### src/hw/rtl/sliding_window_median_defines.svh
// assertion macros shared by the sliding window median rtl
// depends on nothing; included by files that carry assertions
`ifndef SLIDING_WINDOW_MEDIAN_DEFINES_SVH
`define SLIDING_WINDOW_MEDIAN_DEFINES_SVH

// property that must hold on every clock edge out of reset
`define SWM_ASSERT(lbl, prop, msg) \
  lbl: assert property (@(posedge clk_i) disable iff (!rst_ni) (prop)) else $error(msg);

// implication whose consequent is checked in the cycle after the antecedent
`define SWM_ASSERT_NEXT(lbl, ante, cons, msg) \
  lbl: assert property (@(posedge clk_i) disable iff (!rst_ni) (ante) |=> (cons)) \
    else $error(msg);

`endif

### src/hw/rtl/swm_pkg.sv
// shared types and constants for the sliding window median block
// depends on nothing
package swm_pkg;

  localparam int unsigned SampleW = 15;
  localparam int unsigned CfgW    = 13;
  localparam int unsigned MedW    = 16;
  localparam int unsigned SumW    = 64;

  // commands from the controller to the datapath
  typedef struct packed {
    logic clear_step;   // clear one tree entry at the clear pointer
    logic load_item;    // latch sample, read old ring word
    logic upd_start;    // start a tree walk (remove or insert)
    logic upd_insert;   // 1 insert, 0 remove
    logic upd_step;     // one step (read or write phase) of a tree walk
    logic rank_start;   // start a descent
    logic rank_second;  // 1 second rank (even window)
    logic rank_step;    // one descent step
    logic finish;       // update sum and output registers
  } swm_cmd_t;

  // status from the datapath to the controller
  typedef struct packed {
    logic upd_done;
    logic rank_done;
    logic clear_done;
    logic window_full;  // window holds k samples after this item
    logic was_full;     // window was full before this item
    logic k_even;
  } swm_sts_t;

endpackage

### src/hw/rtl/swm_ctrl.sv
// controller state machine sequencing clear, tree walks and descents
// depends on swm_pkg and the assertion macro header
`include "sliding_window_median_defines.svh"
module swm_ctrl (
  input  logic              clk_i,
  input  logic              rst_ni,
  input  logic              cfg_we_i,
  output logic              cfg_ready_o,
  input  logic              in_valid_i,
  output logic              in_ready_o,
  output logic              out_valid_o,
  input  logic              out_ready_i,
  input  swm_pkg::swm_sts_t sts_i,
  output swm_pkg::swm_cmd_t cmd_o
);
  import swm_pkg::*;

  typedef enum logic [3:0] {
    StClear, StIdle, StLoad, StRem, StIns, StRankA, StRankB, StFin, StOut
  } state_e;

  state_e state_q;
  logic   out_valid_q;
  logic   out_free;

  assign cfg_ready_o = (state_q == StIdle);
  assign in_ready_o  = (state_q == StIdle) && !cfg_we_i;
  assign out_valid_o = out_valid_q;
  // output register free or being emptied this cycle
  assign out_free    = !out_valid_q || out_ready_i;

  // command decode
  always_comb begin
    cmd_o = '0;
    unique case (state_q)
      StClear: cmd_o.clear_step = 1'b1;
      StIdle:  cmd_o.load_item = in_valid_i && in_ready_o;
      StLoad:  begin
        cmd_o.upd_start  = 1'b1;
        cmd_o.upd_insert = !sts_i.was_full;
      end
      StRem:   begin
        cmd_o.upd_step = 1'b1;
        if (sts_i.upd_done) begin
          cmd_o.upd_start = 1'b1; cmd_o.upd_insert = 1'b1;
        end
      end
      StIns:   begin
        cmd_o.upd_step = 1'b1;
        if (sts_i.upd_done && sts_i.window_full) cmd_o.rank_start = 1'b1;
      end
      StRankA: begin
        cmd_o.rank_step = 1'b1;
        if (sts_i.rank_done && sts_i.k_even) begin
          cmd_o.rank_start = 1'b1; cmd_o.rank_second = 1'b1;
        end
      end
      StRankB: begin
        cmd_o.rank_step = 1'b1; cmd_o.rank_second = 1'b1;
      end
      StFin:   cmd_o.finish = out_free;
      StOut:   cmd_o = '0;
      default: cmd_o = '0;
    endcase
  end

  // state and output valid
  always_ff @(posedge clk_i or negedge rst_ni) begin
    if (!rst_ni) begin
      state_q <= StClear; out_valid_q <= 1'b0;
    end else begin
      if (out_valid_q && out_ready_i) out_valid_q <= 1'b0;
      unique case (state_q)
        StClear: if (sts_i.clear_done) state_q <= StIdle;
        StIdle:  begin
          if (cfg_we_i) state_q <= StClear;
          else if (in_valid_i) state_q <= StLoad;
        end
        StLoad:  state_q <= sts_i.was_full ? StRem : StIns;
        StRem:   if (sts_i.upd_done) state_q <= StIns;
        StIns:   if (sts_i.upd_done) state_q <= sts_i.window_full ? StRankA : StIdle;
        StRankA: if (sts_i.rank_done) state_q <= sts_i.k_even ? StRankB : StFin;
        StRankB: if (sts_i.rank_done) state_q <= StFin;
        StFin:   if (out_free) state_q <= StOut;
        StOut:   begin
          out_valid_q <= 1'b1; state_q <= StIdle;
        end
        default: state_q <= StClear;
      endcase
    end
  end

  `SWM_ASSERT(a_no_accept_busy, !(in_ready_o && state_q != StIdle), "ready while busy")
  `SWM_ASSERT_NEXT(a_fin_out, state_q == StFin && out_free, state_q == StOut, "finish not followed by output")
  `SWM_ASSERT(a_clear_no_ready, !(state_q == StClear && in_ready_o), "ready during clear")
endmodule

### config.mk
export PLATFORM = sky130hd
export DESIGN_NAME = swm_ctrl
export DESIGN_NICKNAME = d
export VERILOG_FILES = /design/src/hw/rtl/swm_pkg.sv /design/src/hw/rtl/swm_ctrl.sv
export VERILOG_INCLUDE_DIRS = /design/src /design/src/hw/rtl
export SDC_FILE = /design/constraint.sdc
export NUM_CORES = 1
export LEC_CHECK = 0
export BUFFER_PORTS_ARGS = -buffer_cell sky130_fd_sc_hd__buf_2
export CAP_MARGIN = 20
export CORE_AREA = 2 2 39 41
export CTS_CLUSTER_DIAMETER = 80
export DETAILED_ROUTE_END_ITERATION = 12
export DIE_AREA = 0 0 41 43
export GPL_TIMING_DRIVEN = 0
export PLACE_DENSITY_LB_ADDON = 0.2
export SLEW_MARGIN = 25
export SYNTH_ARGS = -nofsm -noshare
export SYNTH_HDL_FRONTEND = slang
export SYNTH_SLANG_ARGS = --single-unit
### constraint.sdc
create_clock -name clk_i -period 3.9 [get_ports clk_i]
set_input_delay 0.195 -clock clk_i [delete_from_list [all_inputs] [get_ports clk_i]]
set_output_delay 0.195 -clock clk_i [all_outputs]
set_load 0.02 [all_outputs]
==> results of run 1 <==
==> state kept, by name, summed over array words and instances, names as in the netlist <==
register / cells
out_valid_o: 1
state_q: 4
==> how the worst max path moves through the flow <==
stage / start / to / slack [ns] / cells after the start
final: state_q[2] / cmd_o[5] / 1.89 / 4
after global routing: state_q[2] / cmd_o[5] / 1.78 / 4
after CTS: state_q[2] / cmd_o[5] / 1.88 / 4
after detailed placement: state_q[1] / state_q[2] / 2.11 / 5
after global placement: state_q[1] / state_q[2] / 2.14 / 5
after floorplan: state_q[2] / cmd_o[5] / 1.39 / 3
==> per-stage QoR <==
stage               cell area (µm²)  utilization (%)  setup WS (ns)  hold WS (ns)
CTS                             671             48.5           1.88         0.293
global route                    671             48.5           1.78         0.318
detailed placement              634             45.8           2.11        0.0122
global placement                634             45.8           2.14        0.0106
finish                          671             48.5           1.89         0.310
floorplan                       504                -           1.39        -0.101
==> kinds of logic after synthesis <==
logic type	synth area share (%)
AND/OR/NAND/NOR	26.8
AO/OA/AOI/OAI	29.0
buffers and inverters	12.4
flip-flops	24.8
multiplexers	6.95
==> worst max-delay path, stage by stage (launching register included) <==
cell and delay (ns):
dfrtp_1 0.43, clkbuf_1 0.24, a2111oi_0 0.52, a21boi_1 0.21, buf_2 0.17
==> routing by layer <==
metal  vias up  global-route usage, %  part of all wire, %
li1        268                      -                    -
met1       256                   22.7                   45
met2        15                   25.6                   49
met3         4                   2.09                  3.7
met4         0                   10.7                  1.9
met5         -                      0                    0
==> cell usage after synthesis (all sizes together) <==
master	instances	share of area [%]
inv	7	5.2
mux2i	2	4.0
nor2b	1	1.2
clkbuf	1	0.74
nand3b	1	1.5
nor3b	2	3.0
and3	1	1.2
a211oi	2	4.0
dfrtp	5	25
nor4	1	2.5
or4	1	1.5
nand3	1	0.99
buf	4	6.5
nor2	1	0.74
mux2	1	3.0
nand2	2	1.5
a2111oi	2	7.2
a31oi	1	1.2
a21boi	1	1.5
or3b	1	2.2
and2	1	1.2
nand4	1	1.2
o32ai	1	3.2
a21oi	5	5.0
o211ai	1	1.5
nor3	3	3.0
nand2b	4	5.0
o22ai	3	3.7
o41ai	1	1.7
==> area by class of cell <==
type	instances	area, µm²	share of cell area, %
multi-input combinational	41	317	47.2
sequential	5	125	18.7
timing repair buffer	23	120	17.9
buffer	5	36.3	5.41
clock buffer	4	26.3	3.92
inverter	7	26.3	3.92
tap	16	20.0	2.99
==> power by group <==
| group | leakage [µW] | switching [µW] | total [µW] | internal [µW] |
|---|---|---|---|---|
| logic | 0.000257 | 233 | 399 | 166 |
| registers | 0.0000643 | 19.4 | 91.8 | 72.4 |
| clock network | 0.0000150 | 20.7 | 59.4 | 38.7 |
==> placed cells by master (no fill, tap or decap), drive strengths merged, types with 3 or more instances in the layout <==
cell	Yosys	final
a21oi	5	5
dfrtp	5	5
o22ai	3	3
inv	7	7
clkbuf	1	5
buf	4	26
nand2b	4	4
nor3	3	3
==> impl_metrics.toml, run 1 <==
[status]
outcome = "finished, final reports clean"

[hold_path]
hold_class = "input port to async pin"

[synthesis]
netlist-cell-type-count = 32
ys_seq_area_share_pct = 24.8
syn-num-nets = 69
syn-cell-area_um2 = 504
postSynthCellCount = 58
synth-warning-count = 0
number_of_storage_elements_in_the_synthesis_netlist = 5
per_instance_average_area_after_synthesis_um2 = 8.69

[sta]
timing.fmax_ghz = 0.497
final.setup.tns_ns = 0
final_critical_path_required_period_ns = 2.01
hold_viol = 0
max_slew_margin_pct = 66.0
final_max_slew_viol_count = 0
rsz0062_at_grt = "no"
final.period_utilization_pct = 51.6
finalClockSkew_ns = 0.00389
worst_pin_slew_ns = 0.497
setup-violations-final = 0

[route]
drt_drc_violations_left = 0
dr.first_iter.drc_count = 14
wl_um = 1270
detail_route.wl_per_cell_um = 12.5
antenna_violating_nets_post_route = 0
drt-vias-per-instance = 5.38
number_of_iterations_in_the_first_detailed_routing_pass = 4
via_count = 543

[setup_path]
cp_data_arrival_time_ns = 1.82
setup.worst_path.class = "flip-flop to output port"
worst-path-max-fanout = 10
cp_data_required_time_ns = 3.70
reg2reg_depth = 5
worstSetupEndpointType = "output port"
setup.worst_path.start_class = "flip-flop"
setup_slack_reg_to_reg_ns = 2.09
crit-reg2reg-capture = "state_q[2]"
regToRegStartpoint = "state_q[1]"

[pwr]
fin_total_pwr_uw = 550
power_density_nw_per_um2 = 820
vdd.ir_drop.worst_uv = 348
cellLeakagePower_uw = 0.000336

[floorplan]
die_h_um = 43
ioPinCount = 23
die_w_um = 41
die_outline_area_um2 = 1760
coreArea_um2 = 1380
rows = 14
floorplan.initialDensity_pct = 36.4

[placement]
place_hpwl_um = 949
finalWeightedCongestion = 0.736
port_buffers = 22
place.detailed.instances = 96

[final_layout]
finish.net_count = 97
final_cells = 101
fillers = 140
syn2layout_area_growth_pct = 33.0
drive_gt1_share_pct = 41.2
num_antenna_cells = 0

[global_route]
final_global_route_overflow_total = 0
grt_first_pass_wirelength_um = 2120
grt_usage_pct = 17.3
initial_antenna_violation_count = 0
grt_max_degree = 11
grt_pass1_vias = 517

[cts]
root_buffer = "clkbuf_4"
postCtsSetupBuffers = 0
clock_insertion_delay_worst_skew_ns = 0.24
clock_transition_time_at_the_flip_flop_clock_pins_of_the_worst_setup_and_hold_paths_ns = 0.04
post_cts_hold_buffer_count = 1
clock_sinks = 5
cts_tree = "built"
cts_made_buffers = 3
htree_levels = 1
ctsResizeCount = 0
cts_buffer_depth = 2

[run]
timing.max_cap.violations = 0
Note: power is estimated with default switching activity, not from simulation.
==> run 2, diff against run 1 <==
- clock period: 3.9 -> 1.8 ns (I/O delays scaled with it)
==> run 2 against run 1 <==
Effect of this change:
- worst hold slack got worse by 0.11 ns
- sequential share of layout area fell by 1.1 points
- routed wire length rose by 2.0%
- worst setup slack got worse by 1.8 ns
- first-iteration DRC count rose by 29%
- design area rose by 6.0%
- highest routed layer is now met3
- flip-flop and latch count did not move
- utilization rose by 2.9 points
==> impl_metrics.toml, run 2 (synthesized netlist as in run 1, its figures left out) <==
[status]
outcome = "finished, final reports clean"

[setup_path]
cp_data_arrival_time_ns = 1.87
reg2reg_depth = 5
setup.worst_path.start_class = "flip-flop"
cp_data_required_time_ns = 1.93
crit_slowest_cell = "dfrtp_1"
crit_chain = "buf_6 -> or3b_4 -> a211oi_4 -> a2111oi_4 -> mux2_4"
worst-path-max-fanout = 10
setup_slack_reg_to_reg_ns = 0.05
critical-path-max-stage-delay_ns = 0.39
worstSetupEndpointType = "flip-flop"
setup.worst_path.class = "flip-flop to flip-flop"

[route]
via_count = 551
drt_drc_violations_left = 0
drt-vias-per-instance = 5.40
dr.first_iter.drc_count = 18
antenna_violating_nets_post_route = 0
wl_um = 1290
detail_route.wl_per_cell_um = 12.7
number_of_iterations_in_the_first_detailed_routing_pass = 4

[pwr]
vdd.ir_drop.worst_uv = 937
cellLeakagePower_uw = 0.000347
power_density_nw_per_um2 = 1790

[cts]
clock_sinks = 5
htree_levels = 1
clock_transition_time_at_the_flip_flop_clock_pins_of_the_worst_setup_and_hold_paths_ns = 0.05
root_buffer = "clkbuf_4"
clock_insertion_delay_worst_skew_ns = 0.25
cts_made_buffers = 3
cts_tree = "built"
cts_buffer_depth = 2

[final_layout]
drive_gt1_share_pct = 45.3
area_taken_by_multi_input_logic_gates_um2 = 348
num_antenna_cells = 0
syn2layout_area_growth_pct = 40.9
most_frequent_cells_in_the_layout = "buf_2, inv_1, a21oi_1, dfrtp_1, nand2b_1"
register_area_um2 = 125
largest_reg_flops = 4
most_common_library_cell_in_the_layout_ignoring_fill_and_taps = "buf_2"
top_register = "state_q"
finish.net_count = 98
fillers = 144

[sta]
finalClockSkew_ns = 0.00390
final_max_slew_viol_count = 0
final_critical_path_required_period_ns = 1.75
timing.fmax_ghz = 0.572
hold_viol = 0
max_slew_margin_pct = 72.4
worst_pin_slew_ns = 0.411
final.setup.tns_ns = 0
hold_ws_ns = 0.203
final.period_utilization_pct = 97.1
setup-violations-final = 0
rsz0062_at_grt = "no"

[global_route]
initial_antenna_violation_count = 0
grt_first_pass_wirelength_um = 2010
grt_max_degree = 11
final_global_route_overflow_total = 0
grt_pass1_vias = 468
grt_usage_pct = 16.8

[floorplan]
die_h_um = 43
floorplan.initialDensity_pct = 36.4
rows = 14
coreArea_um2 = 1380
ioPinCount = 23
die_outline_area_um2 = 1760
die_w_um = 41

[hold_path]
hold_class = "input port to async pin"

[placement]
finalWeightedCongestion = 0.753
port_buffers = 22

[run]
timing.max_cap.violations = 0
==> run 2: cell count changes in the layout (fill, tap and decap cells not counted), sizes merged <==
cell | before | now
clkbuf | 5 | 4
buf | 26 | 28
==> run 2: timing repair <==
action,4_1_cts,5_1_grt
hold buffers,1,0
endpoints found under the hold margin,5,0
buffers inserted,0,1
resized for setup,0,5
endpoints found under the setup margin,0,2
==> run 2: critical path: cells and delay by family, from the launching register on <==
family | cells | cell delay (ns)
compound gates | 2 | 0.39
flops | 1 | 0.39
buf+inv | 1 | 0.15
mux | 1 | 0.31
simple gates | 1 | 0.39
==> run 2: per-stage QoR <==
step                cell area [µm²]  setup WS (ns)  cells  utilization (%)  power, µW
detailed placement              653         0.0156     96             47.2       1090
CTS                             689        0.00291    101             49.8       1230
finish                          711         0.0517    102             51.4       1270
floorplan                       523         0.0114     58                -        890
global route                    711        0.00132    102             51.4       1370
global placement                653         0.0213     96             47.2       1090
==> run 2: routing by layer <==
layer  share of wire [%]  GRT usage, %  routed length, µm
met3                 7.4          6.28                 95
met1                  43          23.5                551
met5                   0             0                  0
met4                   0          4.00                  0
met2                  50          24.1                644
==> run 2: cell type report <==
class | count | area share (%)
Tap cell | 16 | 2.82
Clock buffer | 4 | 3.70
Sequential cell | 5 | 17.6
Timing Repair Buffer | 24 | 18.0
Buffer | 5 | 5.28
Inverter | 7 | 3.70
Multi-Input combinational cell | 41 | 48.9
==> run 2: final timing paths <==
path | from | end
worst max-delay path | state_q[1] | state_q[2]
worst min-delay path | rst_ni | state_q[0]
worst max register to register | state_q[1] | state_q[2]
worst min register to register | out_valid_o | out_valid_o
max in group asynchronous | rst_ni | state_q[2]
min in group clk_i | out_ready_i | out_valid_o
==> run 2: where the power goes <==
part           total [µW]  switching [µW]  internal (µW)
Clock                 134            49.5           84.0
Combinational         943             539            403
Sequential            198            41.3            157
Total                1270             630            644
==> run 3, diff against run 2 <==
- PLACE_DENSITY: not set -> 0.71
- PLACE_DENSITY_LB_ADDON: 0.2 -> not set
- SETUP_SLACK_MARGIN: not set -> 0.02
==> run 3 against run 2 <==
Effect of this change:
- die area stayed put
- critical path type unchanged
- largest power group unchanged
- flip-flop and latch count stayed put
- sequential power is 8% higher
- non-clock buffer count stayed put
- routed wire length is 3.3% higher
- worst hold slack worse by 0.015 ns
- register-to-register slack better by 0.02 ns
- sequential share of layout area is 0.54 points lower
- utilization is 2.2 points higher
- clock-buffer cell count stayed put
==> impl_metrics.toml, run 3 (synthesized netlist as in run 1, its figures left out) <==
[global_route]
grt_usage_pct = 17.8
grt_pass1_vias = 475
final_global_route_overflow_total = 0
initial_antenna_violation_count = 0
grt_first_pass_wirelength_um = 2040
grt_max_degree = 11

[final_layout]
largest_reg_flops = 4
most_frequent_cells_in_the_layout = "buf_2, inv_1, clkbuf_4, a21oi_1"
drive_gt1_share_pct = 47.7
syn2layout_area_growth_pct = 46.9
most_common_library_cell_in_the_layout_ignoring_fill_and_taps = "buf_2"
num_antenna_cells = 0
top_register = "state_q"
finish.net_count = 98

[setup_path]
crit-reg2reg-capture = "state_q[2]"
setup.worst_path.class = "flip-flop to flip-flop"
crit_chain = "buf_6 -> or3b_4 -> a211oi_4 -> a2111oi_4 -> mux2_4"
worstSetupEndpointType = "flip-flop"
setup.worst_path.start_class = "flip-flop"
critical-path-max-stage-delay_ns = 0.41
cp_data_required_time_ns = 1.92
reg2reg_depth = 5
cp_data_arrival_time_ns = 1.85
regToRegStartpoint = "state_q[1]"
worst-path-max-fanout = 10
setup_slack_reg_to_reg_ns = 0.07
crit_slowest_cell = "dfrtp_1"

[placement]
port_buffers = 22
finalWeightedCongestion = 0.821
place_hpwl_um = 984

[sta]
timing.fmax_ghz = 0.578
max_slew_margin_pct = 74.6
setup-violations-final = 0
finalClockSkew_ns = 0.00929
final_max_slew_viol_count = 0
final_critical_path_required_period_ns = 1.73
worst_pin_slew_ns = 0.379
rsz0062_at_grt = "yes"
final.setup.tns_ns = 0
hold_ws_ns = 0.187
hold_viol = 0
final.period_utilization_pct = 96.1

[floorplan]
rows = 14
coreArea_um2 = 1380
die_outline_area_um2 = 1760
floorplan.initialDensity_pct = 36.4
die_w_um = 41
die_h_um = 43
ioPinCount = 23

[cts]
cts_made_buffers = 3
htree_levels = 1
root_buffer = "clkbuf_4"
cts_tree = "built"
clock_transition_time_at_the_flip_flop_clock_pins_of_the_worst_setup_and_hold_paths_ns = 0.05
clock_sinks = 5
cts_buffer_depth = 2
clock_insertion_delay_worst_skew_ns = 0.25

[pwr]
pwr-share-seq_pct = 15.8
power_report.internal_total_uw = 684
combinationalPowerShare_pct = 74.3
cellLeakagePower_uw = 0.000350
vdd.ir_drop.worst_uv = 752
clock_power_share_pct = 10.0
netSwitchingFraction_pct = 49.5
power_density_nw_per_um2 = 1830
total_switching_power_uw = 670

[route]
detail_route.wl_per_cell_um = 13.1
dr.first_iter.drc_count = 3
drt_drc_violations_left = 0
via_count = 544
drt-vias-per-instance = 5.33
wl_um = 1330
antenna_violating_nets_post_route = 0
number_of_iterations_in_the_first_detailed_routing_pass = 4

[status]
outcome = "finished, final reports clean"

[run]
timing.max_cap.violations = 0

[hold_path]
hold_class = "input port to async pin"
==> run 3: cell type report <==
type,count,area (µm²)
Clock buffer,4,26.3
Fill cell,131,643
Inverter,7,26.3
Tap cell,16,20.0
Sequential cell,5,126
Timing Repair Buffer,24,128
Multi-Input combinational cell,41,369
Buffer,5,45.0
==> run 3: worst max path at each step <==
stage	from	endpoint	slack (ns)	cells after the start
floorplan	state_q[3]	state_q[2]	0.1	5
global placement	state_q[3]	state_q[2]	0.04	6
detailed placement	state_q[3]	state_q[2]	-0.0006	6
CTS	state_q[3]	state_q[2]	0.008	6
global route	state_q[3]	state_q[2]	-0.01	6
finish	state_q[1]	state_q[2]	0.07	5
==> run 3: worst max-delay path: cells and delay by family (launching register included) <==
kind	cells	cell delay, ns
compound gates	2	0.34
buf+inv	1	0.16
flops	1	0.41
mux	1	0.31
simple gates	1	0.39
==> run 3: layer usage <==
layer,GRT usage [%],up-vias,routed length [µm]
met5,0,-,0
met2,26.9,15,685
li1,-,273,-
met3,6.28,0,54
met1,20.6,256,593
met4,10.0,0,0
==> run 3: repair_timing <==
| action | in CTS | in global routing |
|---|---|---|
| setup endpoints to repair | 2 | 2 |
| setup buffers | 0 | 1 |
| gates resized for setup | 1 | 10 |
| pin swaps | 1 | 3 |
| hold buffers | 1 | 0 |
| hold endpoints to repair | 5 | 0 |
==> run 3: power by group through the flow <==
stage | Combinational, µW | Sequential (µW) | Clock (µW)
floorplan | 708 | 196 | 0
global placement | 896 | 203 | 0
detailed placement | 907 | 206 | 0
CTS | 914 | 205 | 141
global route | 1100 | 216 | 155
finish | 1010 | 214 | 135
==> run 3: stage by stage <==
step | cell area, µm² | utilization [%] | setup slack [ns] | total power [µW] | cells
floorplan | 532 | - | 0.0991 | 904 | 58
CTS | 699 | 50.5 | 0.00781 | 1260 | 101
finish | 741 | 53.5 | 0.0710 | 1350 | 102
detailed placement | 662 | 47.8 | -0.000609 | 1110 | 96
global route | 741 | 53.5 | -0.00975 | 1470 | 102
global placement | 662 | 47.8 | 0.0375 | 1100 | 96
